--- src/rtl/pwmog_pkg.sv ---
// Shared types, codes and the action-resolution function of the PWM action generator.
`default_nettype none

package pwmog_pkg;

  localparam int NumOps     = 3;
  localparam int MaskW      = 3;
  localparam int CountW     = 16;
  localparam int ActW       = 8;
  localparam int PrescW     = 8;
  localparam int LimW       = 17;
  localparam int CfgIdxW    = 3;
  localparam int CfgDataW   = 16;

  localparam logic [CountW-1:0] PeriodReset = 16'd999;
  localparam logic [ActW-1:0]   ActReset    = 8'h01;

  typedef enum logic [2:0] {
    OP_TICK      = 3'd0,
    OP_WR_CMP_A  = 3'd1,
    OP_WR_CMP_B  = 3'd2,
    OP_WR_ACT_A  = 3'd3,
    OP_WR_ACT_B  = 3'd4
  } op_e;

  typedef enum logic [CfgIdxW-1:0] {
    CFG_CLOCK_PRESCALE  = 3'd0,
    CFG_TIMER_PRESCALE  = 3'd1,
    CFG_TIMER_PERIOD    = 3'd2,
    CFG_CMP_A_LATCH     = 3'd3,
    CFG_CMP_B_LATCH     = 3'd4,
    CFG_TIMERS_RUNNING  = 3'd5
  } cfg_idx_e;

  typedef enum logic [1:0] {
    ACT_NONE   = 2'd0,
    ACT_LOW    = 2'd1,
    ACT_HIGH   = 2'd2,
    ACT_TOGGLE = 2'd3
  } act_e;

  typedef struct packed {
    logic [2:0]        op;
    logic [1:0]        operator_index;
    logic [CountW-1:0] value;
  } in_item_t;

  typedef struct packed {
    logic [MaskW-1:0] level_a_mask;
    logic [MaskW-1:0] level_b_mask;
    logic [MaskW-1:0] zero_event_mask;
  } out_item_t;

  typedef struct packed {
    logic              advance;
    logic              wr_cmp_a;
    logic              wr_cmp_b;
    logic              wr_act_a;
    logic              wr_act_b;
    logic              latch_a;
    logic              latch_b;
    logic [CountW-1:0] value;
    logic [CountW-1:0] period;
  } op_ctrl_t;

  // Event bits: 0 zero, 1 period, 2 compare A, 3 compare B. Highest set event
  // with a real action wins.
  function automatic logic gen_next(input logic level, input logic [ActW-1:0] word,
                                    input logic [3:0] ev);
    logic       res;
    logic       done;
    logic [1:0] code;
    res  = level;
    done = 1'b0;
    for (int e = 3; e >= 0; e--) begin
      code = word[2*e +: 2];
      if (!done && ev[e] && (code != ACT_NONE)) begin
        done = 1'b1;
        case (act_e'(code))
          ACT_LOW:    res = 1'b0;
          ACT_HIGH:   res = 1'b1;
          ACT_TOGGLE: res = ~level;
          default:    res = level;
        endcase
      end
    end
    return res;
  endfunction

endpackage

`default_nettype wire

--- src/rtl/pwm_operator_action_generator.sv ---
// Top level: input register, shared prescaler, operators and result register.
//
//   channel | signals                          | direction
//   in      | in_valid_i, in_stall_o, in_item_i   | item in (tick or write)
//   out     | out_valid_o, out_stall_i, out_item_o | levels and zero events
//   cfg     | cfg_wr_en_i, cfg_index_i, cfg_data_i | register write
//
// One item per cycle unless the result stalls; the result register offers each result.
// The operator timers, compares and generator update all sit between the input
// register and the result register; the divider limit is a small prescaler product.
// Reset is asynchronous and active low; it restores all register reset values.
// A stalled result holds the input register, which then stalls the input side.
`default_nettype none

module pwm_operator_action_generator (
  input  wire logic                               clk_i,
  input  wire logic                               rst_ni,
  input  wire logic                               in_valid_i,
  output logic                                    in_stall_o,
  input  wire pwmog_pkg::in_item_t                in_item_i,
  output logic                                    out_valid_o,
  input  wire logic                               out_stall_i,
  output pwmog_pkg::out_item_t                    out_item_o,
  input  wire logic                               cfg_wr_en_i,
  input  wire logic [pwmog_pkg::CfgIdxW-1:0]      cfg_index_i,
  input  wire logic [pwmog_pkg::CfgDataW-1:0]     cfg_data_i
);

  localparam int N = pwmog_pkg::NumOps;

  logic [pwmog_pkg::PrescW-1:0] clk_presc_q, tmr_presc_q;
  logic [pwmog_pkg::CountW-1:0] period_q;
  logic                         latch_a_q, latch_b_q, running_q;
  logic [pwmog_pkg::LimW-1:0]   lim;
  logic [pwmog_pkg::CountW-1:0] div_q;
  logic [pwmog_pkg::LimW-1:0]   div_inc;

  logic                         in_valid_q;
  pwmog_pkg::in_item_t          in_q;
  logic                         out_valid_q;
  pwmog_pkg::out_item_t         out_item_q, out_item_d;

  logic                         adv;
  logic                         is_tick;
  logic                         tmr_adv;
  logic                         idx_ok;

  pwmog_pkg::op_ctrl_t          ctrl [N];
  logic [N-1:0]                 lvl_a, lvl_b, zero;

  // Move the input register into the result register.
  assign adv        = in_valid_q && (!out_valid_q || !out_stall_i);
  assign in_stall_o = in_valid_q && !adv;

  assign is_tick = (pwmog_pkg::op_e'(in_q.op) == pwmog_pkg::OP_TICK);
  assign lim     = ({9'd0, clk_presc_q} + 17'd1) * ({9'd0, tmr_presc_q} + 17'd1);
  assign div_inc = {1'b0, div_q} + 17'd1;
  assign tmr_adv = adv && is_tick && running_q && (div_inc >= lim);
  assign idx_ok  = (32'(in_q.operator_index) < N);

  always_ff @(posedge clk_i or negedge rst_ni) begin
    if (!rst_ni) begin
      clk_presc_q <= '0;
      tmr_presc_q <= '0;
      period_q    <= pwmog_pkg::PeriodReset;
      latch_a_q   <= 1'b1;
      latch_b_q   <= 1'b1;
      running_q   <= 1'b0;
      div_q       <= '0;
    end else begin
      if (cfg_wr_en_i) begin
        case (pwmog_pkg::cfg_idx_e'(cfg_index_i))
          pwmog_pkg::CFG_CLOCK_PRESCALE: clk_presc_q <= cfg_data_i[pwmog_pkg::PrescW-1:0];
          pwmog_pkg::CFG_TIMER_PRESCALE: tmr_presc_q <= cfg_data_i[pwmog_pkg::PrescW-1:0];
          pwmog_pkg::CFG_TIMER_PERIOD:   period_q    <= cfg_data_i;
          pwmog_pkg::CFG_CMP_A_LATCH:    latch_a_q   <= cfg_data_i[0];
          pwmog_pkg::CFG_CMP_B_LATCH:    latch_b_q   <= cfg_data_i[0];
          pwmog_pkg::CFG_TIMERS_RUNNING: running_q   <= cfg_data_i[0];
          default: ;
        endcase
      end
      if (adv && is_tick && running_q) begin
        div_q <= (div_inc >= lim) ? '0 : div_inc[pwmog_pkg::CountW-1:0];
      end
    end
  end

  always_ff @(posedge clk_i or negedge rst_ni) begin
    if (!rst_ni) begin
      in_valid_q <= 1'b0;
    end else if (!in_stall_o) begin
      in_valid_q <= in_valid_i;
    end
  end

  always_ff @(posedge clk_i) begin
    if (in_valid_i && !in_stall_o) begin
      in_q <= in_item_i;
    end
  end

  for (genvar i = 0; i < N; i++) begin : g_op
    logic sel;
    assign sel = adv && idx_ok && (32'(in_q.operator_index) == i);
    always_comb begin
      ctrl[i].advance  = tmr_adv;
      ctrl[i].wr_cmp_a = sel && (pwmog_pkg::op_e'(in_q.op) == pwmog_pkg::OP_WR_CMP_A);
      ctrl[i].wr_cmp_b = sel && (pwmog_pkg::op_e'(in_q.op) == pwmog_pkg::OP_WR_CMP_B);
      ctrl[i].wr_act_a = sel && (pwmog_pkg::op_e'(in_q.op) == pwmog_pkg::OP_WR_ACT_A);
      ctrl[i].wr_act_b = sel && (pwmog_pkg::op_e'(in_q.op) == pwmog_pkg::OP_WR_ACT_B);
      ctrl[i].latch_a  = latch_a_q;
      ctrl[i].latch_b  = latch_b_q;
      ctrl[i].value    = in_q.value;
      ctrl[i].period   = period_q;
    end

    pwmog_operator u_op (
      .clk_i     (clk_i),
      .rst_ni    (rst_ni),
      .ctrl_i    (ctrl[i]),
      .level_a_o (lvl_a[i]),
      .level_b_o (lvl_b[i]),
      .zero_o    (zero[i])
    );
  end

  // Each mask bit shows the operator of its index; bits with no operator read zero.
  for (genvar j = 0; j < pwmog_pkg::MaskW; j++) begin : g_mask
    if (j < N) begin : g_on
      assign out_item_d.level_a_mask[j]    = lvl_a[j];
      assign out_item_d.level_b_mask[j]    = lvl_b[j];
      assign out_item_d.zero_event_mask[j] = zero[j];
    end else begin : g_off
      assign out_item_d.level_a_mask[j]    = 1'b0;
      assign out_item_d.level_b_mask[j]    = 1'b0;
      assign out_item_d.zero_event_mask[j] = 1'b0;
    end
  end

  always_ff @(posedge clk_i or negedge rst_ni) begin
    if (!rst_ni) begin
      out_valid_q <= 1'b0;
    end else if (adv) begin
      out_valid_q <= 1'b1;
    end else if (!out_stall_i) begin
      out_valid_q <= 1'b0;
    end
  end

  always_ff @(posedge clk_i) begin
    if (adv) begin
      out_item_q <= out_item_d;
    end
  end

  assign out_valid_o = out_valid_q;
  assign out_item_o  = out_item_q;

  a_zero_only_on_tick: assert property (@(posedge clk_i) disable iff (!rst_ni)
    adv && !is_tick |=> out_item_q.zero_event_mask == '0)
    else $error("zero event reported for a write beat");

  a_zero_only_running: assert property (@(posedge clk_i) disable iff (!rst_ni)
    adv && !running_q |=> out_item_q.zero_event_mask == '0)
    else $error("zero event reported while timers stopped");

  a_stall_needs_full: assert property (@(posedge clk_i) disable iff (!rst_ni)
    in_stall_o |-> in_valid_q && out_valid_q && out_stall_i)
    else $error("input stalled without a blocked result");

endmodule

`default_nettype wire

--- src/rtl/pwmog_operator.sv ---
// One operator: up-counting timer, shadowed compares, action words and two generators.
`default_nettype none

module pwmog_operator (
  input  wire logic                        clk_i,
  input  wire logic                        rst_ni,
  input  wire pwmog_pkg::op_ctrl_t         ctrl_i,
  output logic                             level_a_o,
  output logic                             level_b_o,
  output logic                             zero_o
);

  logic [pwmog_pkg::CountW-1:0] timer_q, timer_d;
  logic [pwmog_pkg::CountW-1:0] shadow_a_q, shadow_b_q;
  logic [pwmog_pkg::CountW-1:0] active_a_q, active_b_q;
  logic [pwmog_pkg::CountW-1:0] cmp_a_eff, cmp_b_eff;
  logic [pwmog_pkg::ActW-1:0]   act_a_q, act_b_q;
  logic                         level_a_q, level_b_q;
  logic                         level_a_d, level_b_d;
  logic [3:0]                   ev;

  assign timer_d = (timer_q >= ctrl_i.period) ? '0 : timer_q + 16'd1;

  // With latching at zero set, the shadow goes active at zero before the compare is checked.
  assign cmp_a_eff = (timer_d == '0 && ctrl_i.latch_a) ? shadow_a_q : active_a_q;
  assign cmp_b_eff = (timer_d == '0 && ctrl_i.latch_b) ? shadow_b_q : active_b_q;

  assign ev[0] = (timer_d == '0);
  assign ev[1] = (timer_d == ctrl_i.period);
  assign ev[2] = (timer_d == cmp_a_eff);
  assign ev[3] = (timer_d == cmp_b_eff);

  always_comb begin
    level_a_d = level_a_q;
    level_b_d = level_b_q;
    if (ctrl_i.advance) begin
      level_a_d = pwmog_pkg::gen_next(level_a_q, act_a_q, ev);
      level_b_d = pwmog_pkg::gen_next(level_b_q, act_b_q, ev);
    end
  end

  assign level_a_o = level_a_d;
  assign level_b_o = level_b_d;
  assign zero_o    = ctrl_i.advance & ev[0];

  always_ff @(posedge clk_i or negedge rst_ni) begin
    if (!rst_ni) begin
      timer_q    <= '0;
      shadow_a_q <= '0;
      shadow_b_q <= '0;
      active_a_q <= '0;
      active_b_q <= '0;
      act_a_q    <= pwmog_pkg::ActReset;
      act_b_q    <= pwmog_pkg::ActReset;
      level_a_q  <= 1'b0;
      level_b_q  <= 1'b0;
    end else begin
      level_a_q <= level_a_d;
      level_b_q <= level_b_d;
      if (ctrl_i.advance) begin
        timer_q <= timer_d;
        active_a_q <= cmp_a_eff;
        active_b_q <= cmp_b_eff;
      end
      if (ctrl_i.wr_cmp_a) begin
        shadow_a_q <= ctrl_i.value;
        if (!ctrl_i.latch_a) begin
          active_a_q <= ctrl_i.value;
        end
      end
      if (ctrl_i.wr_cmp_b) begin
        shadow_b_q <= ctrl_i.value;
        if (!ctrl_i.latch_b) begin
          active_b_q <= ctrl_i.value;
        end
      end
      if (ctrl_i.wr_act_a) begin
        act_a_q <= ctrl_i.value[pwmog_pkg::ActW-1:0];
      end
      if (ctrl_i.wr_act_b) begin
        act_b_q <= ctrl_i.value[pwmog_pkg::ActW-1:0];
      end
    end
  end

endmodule

`default_nettype wire

--- config.mk ---
export PLATFORM = sky130hd
export DESIGN_NAME = pwm_operator_action_generator
export DESIGN_NICKNAME = d
export VERILOG_FILES = /design/src/rtl/pwmog_pkg.sv /design/src/rtl/pwm_operator_action_generator.sv /design/src/rtl/pwmog_operator.sv
export SDC_FILE = /design/constraint.sdc
export NUM_CORES = 1
export LEC_CHECK = 0
export BUFFER_PORTS_ARGS = -buffer_cell sky130_fd_sc_hd__buf_2
export CORE_MARGIN = 3
export CORE_UTILIZATION = 40
export DETAILED_ROUTE_END_ITERATION = 12
export REMOVE_ABC_BUFFERS = 1
export SLEW_MARGIN = 20
export SYNTH_ARGS = -nofsm -noshare
export SYNTH_HDL_FRONTEND = slang
export SYNTH_SLANG_ARGS = --single-unit
--- constraint.sdc ---
create_clock -name clk_i -period 14.4 [get_ports clk_i]
set_input_delay 0 -clock clk_i [delete_from_list [all_inputs] [get_ports clk_i]]
set_output_delay 0 -clock clk_i [all_outputs]
set_load 0.02 [all_outputs]
==> PnR_summary.wiki <==
{| class="wikitable"
! Metric !! Value
|-
| Status || finished with violations
|-
| Violated checks || negative hold slack
|-
| Synthesis warning total || 0
|-
| Sinks on the clock net || 377
|-
| Standby leakage power || 12.9 nW
|-
| Routed via count || 23900
|-
| Sequential cell area fraction in the yosys report || 0.360
|-
| Tightest Pin Transition || 1.22 ns
|-
| Worst-path cell with the longest stage delay || sky130_fd_sc_hd__nor2_1
|-
| Core box area || 65900 µm²
|-
| CTS tree || done
|-
| Cell taking the most area after synthesis || sky130_fd_sc_hd__dfrtp_1
|-
| Most used standard cells in the synthesized netlist || 400 x sky130_fd_sc_hd__nand2_1, 331 x sky130_fd_sc_hd__dfrtp_1, 257 x sky130_fd_sc_hd__nor2_1, 170 x sky130_fd_sc_hd__mux2_2, 155 x sky130_fd_sc_hd__o21ai_0
|-
| Signed area change from the synthesized netlist to the final layout || 12.2%
|-
| Worst Hold Margin || -0.00903 ns
|-
| Average instance area after synthesis || 8.99 µm²
|-
| Syn Inst Count || 2964
|-
| Sort of element at the end of the critical path || register
|-
| Die outline area || 69800 µm²
|-
| Biggest cell delay along the critical path || 0.85 ns
|-
| Placed standard-cell area || 27700 µm²
|-
| Setup violation total in the final timing report || 0
|-
| Total congestion overflow after global routing || 0
|-
| Post-synthesis simple-gate area fraction || 0.206
|-
| Adder-cell share of the synthesized area || 0.0870
|-
| Worst setup path class || register to register
|-
| Number of antenna violations at the first check in global routing || 2
|-
| Max Buffers Root-to-Sink || 3
|-
| Post-synthesis compound-gate area fraction || 0.166
|-
| Number of flip-flops and latches in the synthesized netlist || 377
|-
| Share of cell area taken by muxes after synthesis || 0.0771
|-
| Yosys top cell area share || 0.311
|-
| WP data required || 14.90 ns
|-
| Maximum ir drop on the vdd rail || 139 µV
|-
| Crit start category || register
|-
| Total routing usage reported by global routing || 0.255
|-
| Post-layout power || 4.66 mW
|-
| Routability-driven placement congestion ratio || 0.940
|-
| Number of global-route vias before repair || 23500
|-
| Number of placement rows || 94
|-
| Reported max-cap violation count || 0
|-
| Fmax || 107 MHz
|-
| Storage cell area || 9600 µm²
|-
| Number of antenna repair diodes || 0
|-
| Number of synthesized flops with an enable pin || 30
|-
| Worst slew margin relative to its limit || 0.183
|-
| Quantity of hold-fixing buffers added after cts || 51
|-
| Setup TNS || 0 ns
|-
| RSZ-0062 raised after global routing || no
|-
| CTS clock-pin slew for the worst setup and hold paths || 0.07 ns
|-
| Final-layout fill cell count || 6264
|-
| Detailed-route wire length || 90100 µm
|-
| Final clock period utilization by the worst path || 0.652
|-
| Max-slew violation count || 0
|-
| Worst clock skew on the final layout || 0.0300 ns
|-
| NumNets Final || 3188
|-
| Most used standard cell by instance count after synthesis || sky130_fd_sc_hd__nand2_1
|-
| Commonest register cell after synthesis || sky130_fd_sc_hd__dfrtp_1
|-
| Maximum fanout along the worst path || 49
|-
| Boundary Pins || 56
|-
| Async SR Flop Fraction || 0.920
|-
| Number of H-tree levels || 2
|-
| Maximum number of pins on one net before global-route repair || 83
|-
| PwrDens || 156 nW/µm²
|-
| First element of the critical path || clk_presc_q[0]
|-
| DRC violations left || 0
|-
| Share of layout cells above drive strength 1 || 0.143
|-
| Number of distinct library cell variants in the gate-level netlist after synthesis || 105
|-
| Final Critical Period || 9.38 ns
|-
| Combinational family with the most area after synthesis || simple AND/OR/NAND/NOR gates
|-
| Number of cells upsized or downsized after cts || 0
|-
| Count of TritonRoute iterations in the first routing pass || 8
|-
| Clock latency of the later-clocked register in the worst-skew pair || 0.60 ns
|-
| Worst Hold Class || primary input to async pin
|-
| Post-layout utilization of the core || 0.454
|-
| Detail-routed net length per standard cell || 23.2 µm
|-
| ANT nets after route || 0
|-
| Final Hold Vio Count || 5
|-
| Arrival time at the worst endpoint || 9.88 ns
|-
| Final Cell Area || 29900 µm²
|-
| Width of the die || 264 µm
|-
| CTS Root Buffer Type || sky130_fd_sc_hd__clkbuf_16
|-
| Global-route wire length before repair || 140000 µm
|-
| FF-to-FF Start || clk_presc_q[0]
|-
| DRC violation total after the first TritonRoute iteration || 2335
|-
| Vert. Die Dim || 264 µm
|-
| Post-detailed-placement half-perimeter wirelength || 63800 µm
|-
| Netlist area before placement || 26700 µm²
|-
| Port-buffer cells || 55
|-
| Most area-consuming cells after synthesis || sky130_fd_sc_hd__dfrtp_1 31%, sky130_fd_sc_hd__mux2_2 7.2%, sky130_fd_sc_hd__nand2_1 5.6%
|-
| Initial Utilization || 0.405
|-
| Area taken by multi-input logic gates || 15900 µm²
|-
| Vias per Instance || 6.15
|-
| TritonCTS Buffers || 45
|-
| XOR/XNOR Fraction of Synth Area || 0.0564
|-
| Post-CTS setup buffer count || 0
|}
flip-flops by register name, indices dropped and copies added, names as in the netlist:
| name | flops |
|---|---|
| g_op.u_op.active_a_q | 48 |
| g_op.u_op.active_b_q | 48 |
| g_op.u_op.shadow_a_q | 48 |
| g_op.u_op.shadow_b_q | 48 |
| g_op.u_op.timer_q | 48 |
| g_op.u_op.act_a_q | 24 |
| g_op.u_op.act_b_q | 24 |
| ctrl | 16 |
| div_q | 16 |
| period_q | 16 |
| out_item_o | 9 |
| clk_presc_q | 8 |
| tmr_presc_q | 8 |
| in_q | 5 |
| g_op.u_op.level_a_q | 3 |
| g_op.u_op.level_b_q | 3 |
| in_valid_q | 1 |
| latch_a_q | 1 |
| latch_b_q | 1 |
| out_valid_o | 1 |
| running_q | 1 |
metal layers:
layer  wire (µm)  vias up  track usage
met3        6990      227       0.0391
met5          13        -            0
li1            -    10800            -
met1       38500    11900        0.348
met2       40900     1076        0.405
met4        3650        2        0.101
through the flow:
step | instances | setup WS (ns)
2_1_floorplan | 2792 | 5.68
3_3_place_gp | 3751 | 5.27
3_5_place_dp | 3752 | 5.02
4_1_cts | 3887 | 4.96
5_1_grt | 3888 | 4.18
6_report | 3888 | 5.02
logic make-up after synthesis:
| kind of cell | Yosys count |
|---|---|
| adder cells (fa/ha/maj) | 156 |
| AND/OR/NAND/NOR | 1119 |
| XOR/XNOR | 162 |
| flip-flops | 377 |
| multiplexers | 184 |
| AO/OA/AOI/OAI | 657 |
| buffers and inverters | 309 |
cells in the final DEF, fill, tap and decap left out, types with 30 or more instances in the layout:
cell type	n
sky130_fd_sc_hd__edfxtp_1	30
sky130_fd_sc_hd__xnor2_1	104
sky130_fd_sc_hd__a21oi_1	76
sky130_fd_sc_hd__dfrtp_1	331
sky130_fd_sc_hd__inv_1	136
sky130_fd_sc_hd__clkbuf_16	46
sky130_fd_sc_hd__fa_1	49
sky130_fd_sc_hd__buf_4	40
sky130_fd_sc_hd__a31oi_1	129
sky130_fd_sc_hd__nand4_1	37
sky130_fd_sc_hd__mux2_2	170
sky130_fd_sc_hd__nand2b_1	44
sky130_fd_sc_hd__dlygate4sd3_1	51
sky130_fd_sc_hd__nand3_1	97
sky130_fd_sc_hd__buf_2	54
sky130_fd_sc_hd__xor2_1	52
sky130_fd_sc_hd__nor3_1	42
sky130_fd_sc_hd__nor2_1	253
sky130_fd_sc_hd__ha_1	107
sky130_fd_sc_hd__and3_1	36
sky130_fd_sc_hd__o21ai_0	155
sky130_fd_sc_hd__nand2_1	400
where the power goes:
group,switching (mW),total [mW],internal (mW)
Sequential,0.251,1.53,1.28
Combinational,1.02,1.85,0.824
Clock,0.498,1.28,0.785
critical path, delay by kind of cell, from the launching register on:
family	cells	cell delay, ns
fa+ha+maj	7	2.71
simple gates	8	2.09
flops	1	0.61
compound gates	12	2.51
xor+xnor	2	0.65
buf+inv	4	0.66
path summary, 6_finish.rpt:
kind | cells after the start | slack [ns] | endpoint
max | 33 | 5.02 | g_op[2].u_op.active_a_q[0]
max reg2reg | 33 | 5.02 | g_op[2].u_op.active_a_q[0]
min reg2reg | 1 | 0.51 | g_op[2].u_op.shadow_b_q[5]
min | 2 | -0.009 | div_q[13]
min in group clk_i | 2 | 0.12 | ctrl[25]
max in group asynchronous | 4 | 12.20 | g_op[2].u_op.active_a_q[6]
area by class of cell:
class,count,share of cell area
clock buffer,54,0.0415
clock inverter,30,0.0147
multi-input combinational,2278,0.531
inverter,137,0.0172
timing repair buffer,148,0.0381
tap,864,0.0362
sequential,377,0.321
No activity file was read; power rests on OpenSTA's default activity.
